==> src/awed_pkg.sv <==
`timescale 1ns / 1ps
`default_nettype none
// ----------------------------------------------------------------------------
// awed_pkg: shared types and constants of the window event detector
// item kinds, event codes, register indexes, field widths and reset values
// ----------------------------------------------------------------------------
package awed_pkg;

    // field widths
    localparam int SAMPLE_W  = 16;
    localparam int THR_W     = 17;
    localparam int LIMIT_W   = 16;
    localparam int PERIOD_W  = 8;
    localparam int EVBITS_W  = 5;
    localparam int EVCODE_W  = 3;
    localparam int CFG_IDX_W = 3;
    localparam int CFG_DAT_W = 17;

    // item kind carried in tuser
    typedef enum logic {
        OP_PUSH = 1'b0,
        OP_EVAL = 1'b1
    } t_op;

    // classification of one evaluation
    typedef enum logic [EVCODE_W-1:0] {
        EV_NONE    = 3'd0,
        EV_ACCEL   = 3'd1,
        EV_DECEL   = 3'd2,
        EV_LEFT    = 3'd3,
        EV_RIGHT   = 3'd4,
        EV_POTHOLE = 3'd5
    } t_event;

    // configuration register indexes
    localparam logic [CFG_IDX_W-1:0] CFG_Y_SLOPE_HIGH  = 3'd0;
    localparam logic [CFG_IDX_W-1:0] CFG_Y_SLOPE_LOW   = 3'd1;
    localparam logic [CFG_IDX_W-1:0] CFG_Z_SLOPE_HIGH  = 3'd2;
    localparam logic [CFG_IDX_W-1:0] CFG_Z_SLOPE_LOW   = 3'd3;
    localparam logic [CFG_IDX_W-1:0] CFG_X_STDEV_LIMIT = 3'd4;
    localparam logic [CFG_IDX_W-1:0] CFG_CLEAR_PERIOD  = 3'd5;

    // register reset values
    localparam longint RST_Y_SLOPE_HIGH  = 400;
    localparam longint RST_Y_SLOPE_LOW   = -400;
    localparam longint RST_Z_SLOPE_HIGH  = 250;
    localparam longint RST_Z_SLOPE_LOW   = -250;
    localparam longint RST_X_STDEV_LIMIT = 1800;
    localparam logic [PERIOD_W-1:0] RST_CLEAR_PERIOD = 8'd10;

endpackage : awed_pkg
`default_nettype wire

==> src/awed_window_sums.sv <==
`timescale 1ns / 1ps
`default_nettype none
// ----------------------------------------------------------------------------
// awed_window_sums: sliding sample window with running sums
// ring memory of x/y/z samples, updates sums, index-weighted sums and x^2 sum
// ----------------------------------------------------------------------------
module awed_window_sums
    import awed_pkg::*;
#(
    parameter int WINDOW = 32,
    localparam int PTR_W  = $clog2(WINDOW),
    localparam int SI     = WINDOW * (WINDOW + 1) / 2,
    localparam int SUM_W  = SAMPLE_W + $clog2(WINDOW) + 1,
    localparam int WSUM_W = SAMPLE_W + $clog2(SI) + 1,
    localparam int SQ_W   = 2 * SAMPLE_W + $clog2(WINDOW) - 1
) (
    input  wire                        i_clk,
    input  wire                        i_rst_n,
    input  wire                        i_push,
    input  wire  signed [SAMPLE_W-1:0] i_x,
    input  wire  signed [SAMPLE_W-1:0] i_y,
    input  wire  signed [SAMPLE_W-1:0] i_z,
    output logic signed [SUM_W-1:0]    o_sum_x,
    output logic signed [SUM_W-1:0]    o_sum_y,
    output logic signed [SUM_W-1:0]    o_sum_z,
    output logic signed [WSUM_W-1:0]   o_wsum_y,
    output logic signed [WSUM_W-1:0]   o_wsum_z,
    output logic        [SQ_W-1:0]     o_sqsum_x
);

    localparam logic [PTR_W-1:0]         PTR_LAST = PTR_W'(WINDOW - 1);
    localparam logic signed [WSUM_W-1:0] K_N      = WSUM_W'(WINDOW);

    logic [3*SAMPLE_W-1:0] mem [WINDOW];
    logic [3*SAMPLE_W-1:0] r_rd;

    logic [PTR_W-1:0] r_ptr, n_ptr;
    logic             r_full;

    logic signed [SUM_W-1:0]    r_sum_x, r_sum_y, r_sum_z;
    logic signed [WSUM_W-1:0]   r_wsum_y, r_wsum_z;
    logic        [SQ_W-1:0]     r_sqsum_x;

    logic signed [SAMPLE_W-1:0]   old_x, old_y, old_z;
    logic signed [2*SAMPLE_W-1:0] sq_new, sq_old;

    // read ahead at the next slot, so the oldest sample is ready at push time
    always_comb begin
        n_ptr = r_ptr;
        if (i_push) begin
            n_ptr = (r_ptr == PTR_LAST) ? '0 : r_ptr + 1'b1;
        end
    end

    always_ff @(posedge i_clk) begin
        if (i_push) begin
            mem[r_ptr] <= {i_z, i_y, i_x};
        end
        r_rd <= mem[n_ptr];
    end

    // slots never written read as zero until the ring has wrapped once
    always_comb begin
        old_x = '0;
        old_y = '0;
        old_z = '0;
        if (r_full) begin
            old_x = $signed(r_rd[SAMPLE_W-1:0]);
            old_y = $signed(r_rd[2*SAMPLE_W-1:SAMPLE_W]);
            old_z = $signed(r_rd[3*SAMPLE_W-1:2*SAMPLE_W]);
        end
    end

    assign sq_new = i_x * i_x;
    assign sq_old = old_x * old_x;

    always_ff @(posedge i_clk) begin
        if (!i_rst_n) begin
            r_ptr     <= '0;
            r_full    <= 1'b0;
            r_sum_x   <= '0;
            r_sum_y   <= '0;
            r_sum_z   <= '0;
            r_wsum_y  <= '0;
            r_wsum_z  <= '0;
            r_sqsum_x <= '0;
        end else if (i_push) begin
            r_ptr     <= n_ptr;
            if (r_ptr == PTR_LAST) begin
                r_full <= 1'b1;
            end
            r_sum_x   <= r_sum_x - SUM_W'(old_x) + SUM_W'(i_x);
            r_sum_y   <= r_sum_y - SUM_W'(old_y) + SUM_W'(i_y);
            r_sum_z   <= r_sum_z - SUM_W'(old_z) + SUM_W'(i_z);
            // shifting every index down by one takes off the plain sum
            r_wsum_y  <= r_wsum_y - WSUM_W'(r_sum_y) + K_N * WSUM_W'(i_y);
            r_wsum_z  <= r_wsum_z - WSUM_W'(r_sum_z) + K_N * WSUM_W'(i_z);
            r_sqsum_x <= r_sqsum_x - SQ_W'($unsigned(sq_old)) + SQ_W'($unsigned(sq_new));
        end
    end

    assign o_sum_x   = r_sum_x;
    assign o_sum_y   = r_sum_y;
    assign o_sum_z   = r_sum_z;
    assign o_wsum_y  = r_wsum_y;
    assign o_wsum_z  = r_wsum_z;
    assign o_sqsum_x = r_sqsum_x;

endmodule : awed_window_sums
`default_nettype wire

==> config.mk <==
export PLATFORM = sky130hd
export DESIGN_NAME = awed_window_sums
export DESIGN_NICKNAME = d
export VERILOG_FILES = /design/src/awed_pkg.sv /design/src/awed_window_sums.sv
export SDC_FILE = /design/constraint.sdc
export NUM_CORES = 2
export LEC_CHECK = 0
export ABC_AREA = 0
export BUFFER_PORTS_ARGS = -buffer_cell sky130_fd_sc_hd__buf_2
export CORE_ASPECT_RATIO = 0.75
export CORE_MARGIN = 2
export CORE_UTILIZATION = 50
export DETAILED_ROUTE_END_ITERATION = 6
export HOLD_SLACK_MARGIN = 0.1
export PLACE_DENSITY = 0.73
export RECOVER_POWER = 50
export SETUP_SLACK_MARGIN = 0.3
export SYNTH_ARGS = -nofsm -noshare
export SYNTH_HDL_FRONTEND = slang
export SYNTH_SLANG_ARGS = --single-unit
export TNS_END_PERCENT = 20
==> constraint.sdc <==
create_clock -name i_clk -period 10.1 [get_ports i_clk]
set_clock_uncertainty 0.05 [all_clocks]
set_input_delay 1.01 -clock i_clk [delete_from_list [all_inputs] [get_ports i_clk]]
set_output_delay 1.01 -clock i_clk [all_outputs]
set_load 0.005 [all_outputs]
* Word level (Yosys, flattened, before mapping)
Memory sizes are Yosys's and may differ from the RTL's. A register that Yosys moved wholly into a read port is not among the register bits.
Cells that the tools add are included.
** Operators by class
- Add/sub/neg operators :: 13
- Mux-type cells :: 7
- Reduce and logical (&&, ||, !) cells :: 1
- Eq/ne operators :: 1
- Multipliers :: 2
** Operator list (number)
- adder 22 x 16 -> 22 bit :: 3
- subtractor 22 x 16 -> 22 bit :: 3
- multiplier 16 x 16 -> 32 bit :: 2
- adder 27 x 21 -> 27 bit :: 2
- subtractor 27 x 22 -> 27 bit :: 2
- two-way mux 16 bit :: 3
- adder 36 x 32 -> 36 bit :: 1
- subtractor 36 x 32 -> 36 bit :: 1
- two-way mux 5 bit :: 2
- adder 5 x 1 -> 5 bit, second input constant :: 1
- equality test 5 bit, second input constant :: 1
- two-way mux 1 bit :: 2
- AND reduction 2 bit :: 1
** Word-level totals
- Bits of input ports :: 51
- Output and inout bits :: 156
- RAM bits :: 1536
- Memories :: 1
- Logic and storage cells :: 33
- Register bits :: 162
** Memories
- mem :: words 32, width 48, rd ports 1, clocked after memory_dff 1, wr ports 1, RTL line awed_window_sums.sv:34 : logic [3*SAMPLE_W-1:0] mem [WINDOW];

* Longest topological paths before layout
- Word-level depth :: 4
- Depth in mapped cells :: 39
- Gate-level depth less buffers :: 37

* Worst setup path before layout
No wires, ideal clock.
- Kind :: input to register
- Start point :: input port i_x[15]
- End point :: register r_sqsum_x[33] (netlist: o_sqsum_x[33])
- Data required time :: 9.933 ns
- Stages :: 33
- Library setup time :: 0.117 ns
- Slack :: 0.852 ns
- Path buffers :: 2
- Arrival :: 9.081 ns
- Path through :: clkbuf_1 > inv_1 > clkbuf_1 > nor2_1 > fa_1 > fa_1 > inv_1 > fa_1 > inv_1 > fa_1 > fa_1 > inv_1 > fa_1 > inv_1 > ha_1 > a21oi_1 > and3_1 > a21oi_1 > o21ai_0 > a21oi_1 > o21a_1 > o311ai_0 > fa_1 > ha_1 > and3_1 > and2_1 > a221oi_2 > nand2_1 > o211ai_2 > a21bo_1 > a21oi_1 > or3_1 > a32o_1
** Between the ends
- Word-level cells in the longest chain between the ends :: 2
** Ends and longest elaborated chain
- start: declaration :: RTL line awed_window_sums.sv:20 : input wire signed [SAMPLE_W-1:0] i_x,
- multiplier 16 x 16 -> 32 bit :: RTL line awed_window_sums.sv:74 : assign sq_new = i_x * i_x;
- adder 36 x 32 -> 36 bit :: RTL line awed_window_sums.sv:98 : r_sqsum_x <= r_sqsum_x - SQ_W'($unsigned(sq_old)) + SQ_W'($unsigned(sq_new));
- end signal: assignment :: RTL line awed_window_sums.sv:98
- end: declaration :: RTL line awed_window_sums.sv:42 : logic [SQ_W-1:0] r_sqsum_x;
No other way between the ends.
A chain may end at the register's enable or synchronous reset.

* Worst setup path in the final report
- Start point :: input port i_x[6]
- End point :: register r_sqsum_x[35] (netlist: o_sqsum_x[35])
The elaborated chain is that of the path after synthesis.

==> out/qor.csv <==
metric,value,unit
status,finished with violations,
violations,"capacitance limit, slew limit",
yosysUniqueCellTypes,93,
fp.dieW,512,um
die_y,385,um
synth.most_common_cell,nand2_1,
clk_root_buffer_cell,clkbuf_16,
crit_top_cell,fa_1,
numClockSinks,1746,
nets,9741,
rows,139,
ys_seq_area_share,52.0,%
cp.arrival,10.06,ns
cts_hold_buf,0,
drv_cap,17,
overflow,0,
cp-start-kind,input pin,
drive_gt1_share,7.00,%
netlist_area,96800,um^2
area_delta_synth_final,9.49,%
fillers,15800,
antenna_left,0,
grt_pass1_vias,66000,
viasPerCell,5.90,
max_slew_margin,-169,%
period_share,93.4,%
synth-async-reset-ratio,0,%
io_buffers,206,
synthTopCellsByCount,"nand2_1 (1825), edfxtp_1 (1536), inv_1 (1040), fa_1 (609), nand3_1 (430)",
drtIter0Drc,8164,
end_kind,register,
routabilityCongestion,0.933,
synth_top_cell_by_area,edfxtp_1,
min_path_type,register to register,
drcViolationCount,0,
vias,67300,
path_clk_slew,0.06,ns
finalSetupTns,0,ns
rsz0062_at_grt,no,
crit_slowest_cell,buf_4,
yosysWarnings,0,
synth_ff_type,edfxtp_1,
worstPathRequired,10.72,ns
numCtsBuffers,160,
wl_per_cell,24.0,um
syn_inst,8647,
synth_top_area_share,47.7,%
clock_path_buffers,3,
post-dp-hpwl,170000,um
drt_first_pass_iters,6,
max_freq,106,MHz
finalWirelength,274000,um
synthTopCellsByArea,"edfxtp_1 (48%), fa_1 (13%), nand2_1 (7.1%), ha_1 (4.4%), dfxtp_1 (4.3%)",
syn-num-nets,9649,
setup_violations,0,
instances_no_fill,11400,
dieArea,197000,um^2
slew_viol_final,609,
core-area,192000,um^2
cts_tree,built,
grt_pass1_wl,412000,um
clk_latency,0.81,ns
boundaryPins,207,
cp_max_fo,40,
hold_violations,0,
grt.total_usage,27.6,%
slowest_delay,0.55,ns
grt_max_degree,167,
dpl_cell_area,101000,um^2
ys_ff_latch,1746,
fin_area,106000,um^2
fin_crit,9.44,ns
htreeDepth,4,
antenna_found_initial,12,
placed_cells,11100,
r2r_slack,0.68,ns
path_class,input pin to register,
synth_edf_count,1536,
avgSynthCellArea,11.2,um^2
start_util,50.5,%
tightest_slew,4.03,ns
-- placed cells by master (no fill, tap or decap), types with 107 or more instances in the layout --
cell / synthesis / layout
a21o_1: 129 / 129
edfxtp_1: 1536 / 1536
a311oi_1: 290 / 290
dfxtp_1: 210 / 209
buf_4: 2 / 135
and3_1: 276 / 276
clkbuf_16: 0 / 160
inv_1: 1040 / 1039
a31oi_1: 110 / 110
o21ai_0: 109 / 109
nand3_1: 430 / 430
and2_1: 109 / 107
buf_2: 96 / 159
xnor2_1: 123 / 123
ha_1: 342 / 342
a21oi_1: 211 / 210
fa_1: 609 / 609
nand2_1: 1825 / 1824
nor2_1: 156 / 147
-- metal layers --
metal,GRT usage [%],part of all wire (%)
met3,5.89,11
met1,39.6,41
met4,9.15,3.3
met2,41.7,44
met5,0,0.030
-- layout make-up --
class / instances / area (um^2) / area share, %
antenna: 5 / 12.5 / 0.0118
clock buffer: 202 / 4250 / 4.01
clock inverter: 97 / 1100 / 1.04
inverter: 1041 / 3910 / 3.69
multi-input combinational: 5419 / 41000 / 38.6
sequential: 1746 / 50300 / 47.5
tap: 2538 / 3180 / 3.00
timing repair buffer: 371 / 2250 / 2.12
-- state kept, by name, indices dropped and copies added, names as in the netlist --
| signal | flops |
|---|---|
| mem | 1536 |
| o_sqsum_x | 36 |
| o_sum_x | 22 |
| o_sum_y | 22 |
| o_sum_z | 22 |
| o_wsum_y | 27 |
| o_wsum_z | 27 |
| r_full | 1 |
| r_ptr | 5 |
| r_rd | 48 |
-- what timing repair did --
action	4_1_cts	5_1_grt
endpoints found under the setup margin	0	5
gates resized for setup	0	5
buffers inserted	0	1
endpoints found under the hold margin	0	0
-- kinds of logic after synthesis --
group                      share of synthesized area (%)
buffers and inverters                               5.91
AOI/OAI and AO/OA                                   8.50
muxes                                              0.808
adders and majority gates                           17.0
xor gates and xnor gates                            1.71
DFF                                                 52.0
and+or+nand+nor                                     14.1
-- through the flow --
stage,hold WS [ns],setup slack [ns],utilization (%)
6_report,0.422,0.662,55.2
3_3_place_gp,0.404,0.224,52.6
5_1_grt,0.444,0.175,55.2
3_5_place_dp,0.413,0.117,52.6
2_1_floorplan,0.407,0.852,-
4_1_cts,0.427,0.588,55.4
-- worst paths after layout --
kind / startpoint / cells after the start / to
worst max-delay path: i_x[6] / 32 / o_sqsum_x[35]
worst min-delay path: o_wsum_z[15] / 2 / o_wsum_z[15]
worst max register to register: r_full / 34 / o_sqsum_x[35]
worst min register to register: o_wsum_z[15] / 2 / o_wsum_z[15]
-- critical path, delay by kind of cell --
| family | cells | cell delay [ns] |
|---|---|---|
| compound gates | 11 | 2.37 |
| fa+ha+maj | 9 | 3.92 |
| simple gates | 5 | 1.05 |
| mux | 2 | 0.45 |
| buf+inv | 5 | 1.23 |
Power is not shown: default switching activity piles up to over one toggle a cycle in this logic, so the estimate is an artifact.
